$ cat config.mk
export PLATFORM = sky130hd
export DESIGN_NAME = name_value_pair_tokenizer_unit
export DESIGN_NICKNAME = d
export VERILOG_FILES = /design/src/sv/nvpt_pkg.sv /design/src/sv/name_value_pair_tokenizer_unit.sv /design/src/sv/nvpt_in_reg.sv /design/src/sv/nvpt_step.sv /design/src/sv/nvpt_out_reg.sv
export SDC_FILE = /design/constraint.sdc
export NUM_CORES = 1
export LEC_CHECK = 0
export BUFFER_PORTS_ARGS = -buffer_cell sky130_fd_sc_hd__buf_2
export CORE_UTILIZATION = 50
export DETAILED_ROUTE_END_ITERATION = 8
export PLACE_DENSITY = 0.74
export SYNTH_ARGS = -nofsm -noshare
export SYNTH_HDL_FRONTEND = slang
export SYNTH_SLANG_ARGS = --single-unit
$ cat constraint.sdc
create_clock -name i_clk -period 3.55 [get_ports i_clk]
set_clock_uncertainty 0.15 [all_clocks]
set_input_delay 0.71 -clock i_clk [delete_from_list [all_inputs] [get_ports i_clk]]
set_output_delay 0.71 -clock i_clk [all_outputs]
set_load 0.1 [all_outputs]
$ cat src/sv/nvpt_pkg.sv
`timescale 1ns / 1ps
// shared types and character constants for the name/value pair tokenizer
// no dependencies

package nvpt_pkg;

    typedef enum logic [3:0] {
        PH_KEYSPACE = 4'd0,
        PH_KEY      = 4'd1,
        PH_EQSPACE  = 4'd2,
        PH_EQUAL    = 4'd3,
        PH_DQ       = 4'd4,
        PH_SQ       = 4'd5,
        PH_RAW      = 4'd6,
        PH_AFTER    = 4'd7,
        PH_INVALID  = 4'd8,
        PH_FINISHED = 4'd9
    } t_phase;

    typedef enum logic [1:0] {
        ROLE_NONE  = 2'd0,
        ROLE_KEY   = 2'd1,
        ROLE_VALUE = 2'd2
    } t_role;

    typedef enum logic [1:0] {
        PAIR_NONE     = 2'd0,
        PAIR_VALUE    = 2'd1,
        PAIR_KEY_ONLY = 2'd2
    } t_pair;

    typedef enum logic {
        CMD_DATA   = 1'b0,
        CMD_FINISH = 1'b1
    } t_cmd;

    localparam logic [7:0] CH_SPACE  = 8'h20;
    localparam logic [7:0] CH_EQUAL  = 8'h3D;
    localparam logic [7:0] CH_SEMI   = 8'h3B;
    localparam logic [7:0] CH_DQUOTE = 8'h22;
    localparam logic [7:0] CH_SQUOTE = 8'h27;

    typedef struct packed {
        t_cmd       cmd;
        logic [7:0] data_byte;
    } t_request;

    typedef struct packed {
        logic       finish_ok;
        logic       is_finished;
        logic       is_invalid;
        t_pair      pair_event;
        t_role      byte_role;
        logic [7:0] byte_out;
    } t_result;

endpackage

$ cat src/sv/name_value_pair_tokenizer_unit.sv
`timescale 1ns / 1ps
// top level of the semicolon separated key=value tokenizer
// depends on nvpt_pkg, nvpt_in_reg, nvpt_step, nvpt_out_reg
//
//  port group     dir  tdata               tuser
//  s_axis_*       in   data_byte[7:0]      command[0]
//  m_axis_*       out  byte_out[7:0],      byte_role[1:0]
//                      pair_event[9:8], is_invalid[10],
//                      is_finished[11], finish_ok[12]
//  i_cfg_wr_*     in   allow_key_only[0]   -
//
// one request per cycle while the master side does not stall; each result shows on the master side
// once it has passed the input register, the parser step and then the result register
// synchronous active low reset: empty stages, phase skipping space before key,
// key flag and allow_key_only cleared
// a stalled result holds while one more request waits in the input register

module name_value_pair_tokenizer_unit (
    input  logic        i_clk,
    input  logic        i_rst_n,
    input  logic        i_cfg_wr_en,
    input  logic        i_cfg_wr_data,
    input  logic        s_axis_tvalid,
    output logic        s_axis_tready,
    input  logic [7:0]  s_axis_tdata,   // [7:0] data_byte
    input  logic        s_axis_tuser,   // [0] command
    output logic        m_axis_tvalid,
    input  logic        m_axis_tready,
    output logic [15:0] m_axis_tdata,   // [7:0] byte_out, [9:8] pair_event,
                                        // [10] is_invalid, [11] is_finished,
                                        // [12] finish_ok, [15:13] zero
    output logic [1:0]  m_axis_tuser    // [1:0] byte_role
);

    logic               in_vld;
    logic               take;
    nvpt_pkg::t_request in_req;
    nvpt_pkg::t_phase   r_phase;
    nvpt_pkg::t_phase   n_phase;
    logic               r_key_seen;
    logic               n_key_seen;
    logic               r_allow_key_only;
    nvpt_pkg::t_result  step_res;
    logic               fire;

    assign fire = in_vld && take;

    nvpt_in_reg u_in_reg (
        .i_clk         (i_clk),
        .i_rst_n       (i_rst_n),
        .s_axis_tvalid (s_axis_tvalid),
        .s_axis_tready (s_axis_tready),
        .s_axis_tdata  (s_axis_tdata),
        .s_axis_tuser  (s_axis_tuser),
        .i_take        (take),
        .o_vld         (in_vld),
        .o_req         (in_req)
    );

    nvpt_step u_step (
        .i_phase          (r_phase),
        .i_key_seen       (r_key_seen),
        .i_allow_key_only (r_allow_key_only),
        .i_req            (in_req),
        .o_phase          (n_phase),
        .o_key_seen       (n_key_seen),
        .o_res            (step_res)
    );

    nvpt_out_reg u_out_reg (
        .i_clk         (i_clk),
        .i_rst_n       (i_rst_n),
        .i_vld         (in_vld),
        .i_res         (step_res),
        .o_take        (take),
        .m_axis_tvalid (m_axis_tvalid),
        .m_axis_tready (m_axis_tready),
        .m_axis_tdata  (m_axis_tdata),
        .m_axis_tuser  (m_axis_tuser)
    );

    always_ff @(posedge i_clk) begin
        if (!i_rst_n) begin
            r_phase    <= nvpt_pkg::PH_KEYSPACE;
            r_key_seen <= 1'b0;
        end else if (fire) begin
            r_phase    <= n_phase;
            r_key_seen <= n_key_seen;
        end
    end

    always_ff @(posedge i_clk) begin
        if (!i_rst_n) begin
            r_allow_key_only <= 1'b0;
        end else if (i_cfg_wr_en) begin
            r_allow_key_only <= i_cfg_wr_data;
        end
    end

    a_key_clear_between_pairs: assert property (@(posedge i_clk) disable iff (!i_rst_n)
        (r_phase == nvpt_pkg::PH_KEYSPACE || r_phase == nvpt_pkg::PH_AFTER ||
         r_phase == nvpt_pkg::PH_FINISHED) |-> !r_key_seen)
        else $error("key flag set outside a pending pair");

    a_finished_sticky: assert property (@(posedge i_clk) disable iff (!i_rst_n)
        r_phase == nvpt_pkg::PH_FINISHED |=> r_phase == nvpt_pkg::PH_FINISHED)
        else $error("left finished phase");

    a_invalid_sticky: assert property (@(posedge i_clk) disable iff (!i_rst_n)
        r_phase == nvpt_pkg::PH_INVALID |=> r_phase == nvpt_pkg::PH_INVALID)
        else $error("left invalid phase");

    a_ok_means_finished: assert property (@(posedge i_clk) disable iff (!i_rst_n)
        (m_axis_tvalid && m_axis_tdata[12]) |-> (m_axis_tdata[11] && !m_axis_tdata[10]))
        else $error("finish ok without finished phase");

    a_state_only_on_fire: assert property (@(posedge i_clk) disable iff (!i_rst_n)
        !fire |=> ($stable(r_phase) && $stable(r_key_seen)))
        else $error("parser state moved without a request");

endmodule

$ cat src/sv/nvpt_in_reg.sv
`timescale 1ns / 1ps
// input register stage: holds one accepted request until the result register takes it
// depends on nvpt_pkg

module nvpt_in_reg (
    input  logic               i_clk,
    input  logic               i_rst_n,
    input  logic               s_axis_tvalid,
    output logic               s_axis_tready,
    input  logic [7:0]         s_axis_tdata,   // [7:0] data_byte
    input  logic               s_axis_tuser,   // [0] command
    input  logic               i_take,
    output logic               o_vld,
    output nvpt_pkg::t_request o_req
);

    logic               r_vld;
    nvpt_pkg::t_request r_req;

    assign s_axis_tready = !r_vld || i_take;
    assign o_vld         = r_vld;
    assign o_req         = r_req;

    always_ff @(posedge i_clk) begin
        if (!i_rst_n) begin
            r_vld <= 1'b0;
        end else if (s_axis_tready) begin
            r_vld <= s_axis_tvalid;
        end
    end

    always_ff @(posedge i_clk) begin
        if (s_axis_tvalid && s_axis_tready) begin
            r_req.cmd       <= nvpt_pkg::t_cmd'(s_axis_tuser);
            r_req.data_byte <= s_axis_tdata;
        end
    end

endmodule

$ cat src/sv/nvpt_step.sv
`timescale 1ns / 1ps
// per-byte parser step: next phase, key flag and result for one request
// depends on nvpt_pkg

module nvpt_step (
    input  nvpt_pkg::t_phase   i_phase,
    input  logic               i_key_seen,
    input  logic               i_allow_key_only,
    input  nvpt_pkg::t_request i_req,
    output nvpt_pkg::t_phase   o_phase,
    output logic               o_key_seen,
    output nvpt_pkg::t_result  o_res
);

    nvpt_pkg::t_phase n_phase;
    logic             n_key_seen;
    nvpt_pkg::t_role  n_role;
    nvpt_pkg::t_pair  n_pair;
    logic             n_ok;
    logic             do_key;
    logic             do_key_only;
    logic [7:0]       b;

    assign b = i_req.data_byte;

    always_comb begin
        n_phase     = i_phase;
        n_key_seen  = i_key_seen;
        n_role      = nvpt_pkg::ROLE_NONE;
        n_pair      = nvpt_pkg::PAIR_NONE;
        n_ok        = 1'b0;
        do_key      = 1'b0;
        do_key_only = 1'b0;

        if (i_req.cmd == nvpt_pkg::CMD_FINISH) begin
            unique case (i_phase)
                nvpt_pkg::PH_FINISHED: begin
                    n_ok = 1'b1;
                end
                nvpt_pkg::PH_KEY, nvpt_pkg::PH_EQSPACE, nvpt_pkg::PH_EQUAL: begin
                    if (i_allow_key_only && i_key_seen) begin
                        n_pair     = nvpt_pkg::PAIR_KEY_ONLY;
                        n_key_seen = 1'b0;
                        n_phase    = nvpt_pkg::PH_FINISHED;
                        n_ok       = 1'b1;
                    end else begin
                        n_phase = nvpt_pkg::PH_INVALID;
                    end
                end
                nvpt_pkg::PH_RAW: begin
                    n_pair     = nvpt_pkg::PAIR_VALUE;
                    n_key_seen = 1'b0;
                    n_phase    = nvpt_pkg::PH_FINISHED;
                    n_ok       = 1'b1;
                end
                nvpt_pkg::PH_KEYSPACE, nvpt_pkg::PH_AFTER: begin
                    n_phase = nvpt_pkg::PH_FINISHED;
                    n_ok    = 1'b1;
                end
                default: begin
                    n_phase = nvpt_pkg::PH_INVALID;
                end
            endcase
        end else begin
            unique case (i_phase)
                nvpt_pkg::PH_KEYSPACE: begin
                    do_key = (b > nvpt_pkg::CH_SPACE);
                end
                nvpt_pkg::PH_KEY: begin
                    do_key = 1'b1;
                end
                nvpt_pkg::PH_EQSPACE: begin
                    if (b == nvpt_pkg::CH_EQUAL) begin
                        n_phase = nvpt_pkg::PH_EQUAL;
                    end else if (b == nvpt_pkg::CH_SEMI) begin
                        do_key_only = 1'b1;
                    end else if (b > nvpt_pkg::CH_SPACE) begin
                        n_phase = nvpt_pkg::PH_INVALID;
                    end
                end
                nvpt_pkg::PH_EQUAL: begin
                    if (b == nvpt_pkg::CH_SEMI) begin
                        do_key_only = 1'b1;
                    end else if (b == nvpt_pkg::CH_DQUOTE) begin
                        n_phase = nvpt_pkg::PH_DQ;
                    end else if (b == nvpt_pkg::CH_SQUOTE) begin
                        n_phase = nvpt_pkg::PH_SQ;
                    end else begin
                        n_role  = nvpt_pkg::ROLE_VALUE;
                        n_phase = nvpt_pkg::PH_RAW;
                    end
                end
                nvpt_pkg::PH_DQ, nvpt_pkg::PH_SQ: begin
                    if ((i_phase == nvpt_pkg::PH_DQ && b == nvpt_pkg::CH_DQUOTE) ||
                        (i_phase == nvpt_pkg::PH_SQ && b == nvpt_pkg::CH_SQUOTE)) begin
                        n_pair     = nvpt_pkg::PAIR_VALUE;
                        n_key_seen = 1'b0;
                        n_phase    = nvpt_pkg::PH_AFTER;
                    end else begin
                        n_role = nvpt_pkg::ROLE_VALUE;
                    end
                end
                nvpt_pkg::PH_RAW: begin
                    if (b == nvpt_pkg::CH_SEMI) begin
                        n_pair     = nvpt_pkg::PAIR_VALUE;
                        n_key_seen = 1'b0;
                        n_phase    = nvpt_pkg::PH_KEYSPACE;
                    end else begin
                        n_role = nvpt_pkg::ROLE_VALUE;
                    end
                end
                nvpt_pkg::PH_AFTER: begin
                    if (b == nvpt_pkg::CH_SEMI) begin
                        n_phase = nvpt_pkg::PH_KEYSPACE;
                    end else if (b > nvpt_pkg::CH_SPACE) begin
                        n_phase = nvpt_pkg::PH_INVALID;
                    end
                end
                nvpt_pkg::PH_FINISHED: begin
                    n_phase = nvpt_pkg::PH_FINISHED;
                end
                default: begin
                    n_phase = nvpt_pkg::PH_INVALID;
                end
            endcase

            // key byte handling
            if (do_key) begin
                priority if (b == nvpt_pkg::CH_EQUAL) begin
                    n_phase = nvpt_pkg::PH_EQUAL;
                end else if (b <= nvpt_pkg::CH_SPACE) begin
                    n_phase = nvpt_pkg::PH_EQSPACE;
                end else if (b == nvpt_pkg::CH_SEMI) begin
                    do_key_only = 1'b1;
                end else if (b == nvpt_pkg::CH_DQUOTE || b == nvpt_pkg::CH_SQUOTE) begin
                    n_phase = nvpt_pkg::PH_INVALID;
                end else begin
                    n_role     = nvpt_pkg::ROLE_KEY;
                    n_key_seen = 1'b1;
                    n_phase    = nvpt_pkg::PH_KEY;
                end
            end

            if (do_key_only) begin
                if (i_allow_key_only) begin
                    n_pair     = nvpt_pkg::PAIR_KEY_ONLY;
                    n_key_seen = 1'b0;
                    n_phase    = nvpt_pkg::PH_KEYSPACE;
                end else begin
                    n_phase = nvpt_pkg::PH_INVALID;
                end
            end
        end
    end

    assign o_phase             = n_phase;
    assign o_key_seen          = n_key_seen;
    assign o_res.byte_out      = (n_role != nvpt_pkg::ROLE_NONE) ? b : 8'h00;
    assign o_res.byte_role     = n_role;
    assign o_res.pair_event    = n_pair;
    assign o_res.is_invalid    = (n_phase == nvpt_pkg::PH_INVALID);
    assign o_res.is_finished   = (n_phase == nvpt_pkg::PH_FINISHED);
    assign o_res.finish_ok     = n_ok;

endmodule

$ cat src/sv/nvpt_out_reg.sv
`timescale 1ns / 1ps
// result register stage driving the master stream side
// depends on nvpt_pkg

module nvpt_out_reg (
    input  logic              i_clk,
    input  logic              i_rst_n,
    input  logic              i_vld,
    input  nvpt_pkg::t_result i_res,
    output logic              o_take,
    output logic              m_axis_tvalid,
    input  logic              m_axis_tready,
    output logic [15:0]       m_axis_tdata,  // [7:0] byte_out, [9:8] pair_event,
                                             // [10] is_invalid, [11] is_finished,
                                             // [12] finish_ok, [15:13] zero
    output logic [1:0]        m_axis_tuser   // [1:0] byte_role
);

    logic              r_vld;
    nvpt_pkg::t_result r_res;

    assign o_take        = !r_vld || m_axis_tready;
    assign m_axis_tvalid = r_vld;
    assign m_axis_tdata  = {3'b000, r_res.finish_ok, r_res.is_finished, r_res.is_invalid,
                            r_res.pair_event, r_res.byte_out};
    assign m_axis_tuser  = r_res.byte_role;

    always_ff @(posedge i_clk) begin
        if (!i_rst_n) begin
            r_vld <= 1'b0;
        end else if (o_take) begin
            r_vld <= i_vld;
        end
    end

    always_ff @(posedge i_clk) begin
        if (o_take && i_vld) begin
            r_res <= i_res;
        end
    end

endmodule
* Word level (Yosys, flattened, before mapping)
Cells that the tools add are included.
Word-level totals: flip-flop bits (word level) 32, RAM bits 0, memories 0, latch bits 0, memory bits (read-only) 0, logic and storage cells 115
Operators by class: divide/modulo/power cells 0, eq/ne operators 16, $mul 0, bitwise logic cells 0, order comparisons 2, reductions and logical operators 19, shift-type cells 0, add/subtract/negate cells 0, mux-type cells 65
Operators by type and width (number):
- $mux 4 | 16
- $eq 8x6->1 const B | 4
- $mux 2 | 16
- $pmux 4 s7 | 1
- $mux 1 | 23
- $eq 4x3->1 const B | 4
- $eq 4x4->1 const B | 3
- $pmux 4 s3 | 1
- $pmux 1 s2 | 5
- $eq 4x2->1 const B | 2
- $gt 8x6->1 const B | 1
- $le 8x6->1 const B | 1
- $pmux 2 s2 | 2
- $pmux 2 s3 | 1
- $reduce_or 3->1 | 2
- $logic_and 1x1->1 | 5
- $eq 4x1->1 const B | 1
- $logic_not 4->1 | 1
- $logic_or 1x1->1 | 4
- $reduce_or 2->1 | 2
- $reduce_or 4->1 | 1
- $ne 3x1->1 const B | 1
- $ne 3x2->1 const B | 1
- $reduce_and 3->1 | 1
- 2 further kinds | 3

* Depth between registers and ports, before layout
depth after elaboration 13, depth in mapped cells 7

* Modules after synthesis
A second synthesis with hierarchy kept.
Unflattened totals: cells, all modules 198, area total of the unflattened synthesis 2019.4 um2
Modules (own cells, without submodules):
- nvpt_step | cells each 135, instances 1, seq. area each 0.0 um2, area an instance 910.9 um2
- nvpt_out_reg | cells each 24, instances 1, seq. area each 470.5 um2, area an instance 534.3 um2
- nvpt_in_reg | cells each 14, instances 1, seq. area each 290.3 um2, area an instance 327.8 um2
- name_value_pair_tokenizer_unit | cells each 25, instances 1, seq. area each 120.1 um2, area an instance 246.5 um2

* Least setup slack after synthesis
Ideal clock, no wire load.
path kind register to register, start point register u_out_reg.r_vld, in the netlist u_out_reg.m_axis_tvalid, end point register u_in_reg.r_req (netlist bit u_in_reg.o_req[0]) (enable), path buffers 0, setup time 285 ps, clock period less this slack 2781 ps, path slack 769 ps, cell stages (with the launch flop) 4, arrival 2346 ps, required time 3115 ps, path through dfxtp_1 nor2b_1 nand2_1 and2_1
On the way: cells in the longest elaborated chain, start to end 4
RTL lines:
- start: declaration | RTL line nvpt_out_reg.sv:19 | logic r_vld;
- start signal: assignment | RTL line nvpt_out_reg.sv:32 | r_vld <= i_vld;
- $logic_not 1->1 | RTL line nvpt_out_reg.sv:22 | assign o_take = !r_vld || m_axis_tready;
- $logic_or 1x1->1 | RTL line nvpt_out_reg.sv:22
- $logic_or 1x1->1 | RTL line nvpt_in_reg.sv:20 | assign s_axis_tready = !r_vld || i_take;
- net s_axis_tready | RTL line name_value_pair_tokenizer_unit.sv:24 | output logic s_axis_tready,
- $logic_and 1x1->1 | RTL line nvpt_in_reg.sv:33 | if (s_axis_tvalid && s_axis_tready) begin
- end: declaration | RTL line nvpt_in_reg.sv:18 | nvpt_pkg::t_request r_req;
The timed path passes the listed nets, and every way through them passes these cells. A chain may end at the register's enable or synchronous reset.

* Final worst setup path
start point input port m_axis_tready, end point output port s_axis_tready
On the way: cells in the longest elaborated chain, start to end 2
RTL lines:
- start: declaration | RTL line name_value_pair_tokenizer_unit.sv:28 | input logic m_axis_tready,
- $logic_or 1x1->1 | RTL line nvpt_out_reg.sv:22
- $logic_or 1x1->1 | RTL line nvpt_in_reg.sv:20
- end: declaration | RTL line name_value_pair_tokenizer_unit.sv:24
Every way passes these cells.

==> Implementation_results.wiki <==
{| class="wikitable"
! Metric !! Value
|-
| Top_reg_cell synth || edfxtp_1
|-
| Data arrival time of the critical path || around 1500 ps
|-
| Avg Cell Area, Syn || 10.6 µm²
|-
| Count of input and output buffers || 31
|-
| Final hold violation count || 0
|-
| CTS Root Buffer Type || clkbuf_4
|-
| Highest-count cells in the layout ignoring fill and taps || 31 x buf_2, 24 x edfxtp_1, 13 x a21oi_1
|-
| Die footprint || roughly 3700 µm²
|-
| Sum Neg Setup Slack || 0 ps
|-
| Clock latency on the worst-skew pair || 320 ps
|-
| H-tree depth || 2
|-
| Worst Path Required || roughly 2700 ps
|-
| Diode insertion count for antenna repair || 0
|-
| Routed vias || 1378
|-
| Number of instances in the synthesized netlist || 165
|-
| Antenna Nets Post-Route || 0
|-
| Category of the worst setup path capture point || primary output
|-
| Most common cell after layout, fill and taps aside || buf_2
|-
| Netlist Area Pre-Place || 1750 µm²
|-
| CTS tree || built
|-
| Post-DR vias/cell || 5.69
|-
| Critical Path Source Type || primary input
|-
| Initial cell density of the core || 0.525
|-
| Normalized max-slew margin || 0.605
|-
| Synth unique cells || 58
|-
| Period utilisation layout || 0.656
|-
| Layout cell share with drive strength beyond 1 || 0.276
|-
| Maximum frequency from static timing analysis || 429 MHz
|-
| Post-CTS Hold Fix Bufs || 0
|-
| Final global-route overflow total || 0
|-
| Final wirelength || 3360 µm
|-
| Count of max-cap constraint violations || 0
|-
| Min Hold Slack || about 370 ps
|-
| I/O pins || 35
|-
| YS warnings || 0
|-
| Final GP Congestion || 0.951
|-
| Number of placement rows || 21
|-
| Clock edge transition at the registers on the reported setup and hold paths || 90 ps
|-
| Layout net count || 210
|-
| Height of the chip || 61.2 µm
|-
| Global-route wire length before repair || 5290 µm
|-
| VDD IR max || 0.233 mV
|-
| Final setup fails || 0
|-
| Maximum fanout encountered on the critical timing path || 4
|-
| Buffers from clock root to sink, at most || 2
|-
| Sequential-to-total area share from yosys stat || 0.502
|-
| Number of buffers created by CTS || 5
|-
| Path category of the worst min-delay check || flip-flop to flip-flop
|-
| Post-detailed-route DRC marker count || 0
|-
| Post-synthesis async set-or-reset flop share || 0
|-
| Number of sinks on the clock net || 32
|-
| Count of instances resized after the clock tree is built || 0
|-
| Pin count of the biggest net entering global routing || 26
|-
| Average wire per cell in the routed design || 13.9 µm
|-
| DRC violation total after the first TritonRoute iteration || 40
|-
| Slew at the pin closest to its max-slew limit || 592 ps
|-
| Shortest clock period the worst path allows after layout || 2330 ps
|-
| Leak pwr || about 0.7 nW
|-
| Number of enable-type register cells in the synthesized netlist || 24
|-
| Pins Over Slew Limit || 0
|-
| Run status || completed
|-
| Initial antenna violation count || 0
|-
| Portion of synthesized cell area occupied by the leading cell type || 0.411
|-
| Die boundary width || about 61 µm
|-
| Drt pass-1 iters || 4
|-
| Total of flip-flops plus latches after synthesis || 32
|-
| Detailed placement HPWL || 2500 µm
|-
| Cell Pwr Density || roughly 440 nW/µm²
|-
| Via count of the first global-routing pass || 1203
|-
| Critical path class || primary input to primary output
|-
| Design Power || 0.871 mW
|-
| Post-CTS setup buffers || 0
|-
| Global-route usage over all layers || 0.199
|-
| Library cell with the largest summed area after synthesis || edfxtp_1
|-
| Leading cell types by total area after synthesis || edfxtp_1 41%, dfxtp_1 9.1%, a21oi_1 3.7%, and2_1 3.2%, nor2b_1 2.9%
|-
| Core Region || between 3000 and 4000 µm²
|-
| Setup repair after global routing missed its margin || no
|-
| Area growth from synthesis to layout || 13.8%
|}
routing by layer:
| layer | share of wire | vias to the layer above | routed length [µm] | GRT usage |
|---|---|---|---|---|
| li1 | - | 677 | - | - |
| met1 | 0.45 | 651 | 1510 | 0.249 |
| met5 | 0 | - | 0 | 0 |
| met2 | 0.49 | 40 | 1630 | 0.325 |
| met3 | 0.039 | 10 | 132 | 0.0378 |
| met4 | 0.024 | 0 | 82 | 0.110 |
state kept, by name (all words and copies together), names as in the netlist:
signal	flops
u_out_reg.m_axis_tvalid	1
r_allow_key_only	1
u_out_reg.m_axis_tdata	13
u_in_reg.o_vld	1
u_out_reg.m_axis_tuser	2
r_key_seen	1
u_in_reg.o_req	9
r_phase	4
layout make-up:
class | count | area [µm²]
clock buffer | 5 | 37.5
clock inverter | 3 | 37.5
fill | 284 | 1340
inverter | 3 | 11.3
multi-input combinational | 121 | 808
sequential | 32 | 881
tap | 46 | 57.6
timing repair buffer | 32 | 163
cell usage after synthesis, drive strengths merged, types with 4 or more instances:
| cell | n |
|---|---|
| a31oi | 5 |
| o21ai | 10 |
| nor2 | 10 |
| buf | 7 |
| or3 | 4 |
| nand2 | 10 |
| a21oi | 15 |
| and2 | 9 |
| nor3 | 9 |
| edfxtp | 24 |
| nor2b | 8 |
| dfxtp | 8 |
| clkbuf | 4 |
per-stage QoR:
step                      instance area (µm²)  instances  utilization  worst slack (ps)
after global routing                     2000        242        0.598              1130
after CTS                                2000        242        0.598              1200
after detailed placement                 1920        234        0.576              1200
after global placement                   1920        234        0.576              1280
after floorplan                          1760        167            -               769
final                                    2000        242        0.598              1220
report_power, final:
group	total (mW)	switching [mW]	leakage (nW)	internal [mW]
registers	0.446	0.0213	0.298	0.424
clock network	0.260	0.116	0.0403	0.144
logic	0.165	0.125	0.363	0.0404
total	0.871	0.262	0.701	0.608
kinds of logic after synthesis:
group | count (synthesis) | synth area share
mux | 1 | 0.00571
buf+inv | 14 | 0.0421
simple gates | 66 | 0.241
compound gates | 50 | 0.202
xor+xnor | 1 | 0.00500
flops | 32 | 0.502
other cells | 1 | 0.00214
worst max-delay path: stages:
cell     delay [ps]
buf_2           100
nor2b_1         250
nand2_1         110
buf_2           300
worst paths after layout:
check | startpoint | endpoint | slack (ps) | cells past startpoint
worst min-delay path | u_in_reg.o_vld | u_out_reg.m_axis_tvalid | 370 | 1
worst min register to register | u_in_reg.o_vld | u_out_reg.m_axis_tvalid | 370 | 1
worst max-delay path | m_axis_tready | s_axis_tready | 1220 | 4
worst max register to register | r_phase[0] | u_out_reg.m_axis_tdata[10] | 1260 | 5
No activity file was read; power rests on OpenSTA's default activity.
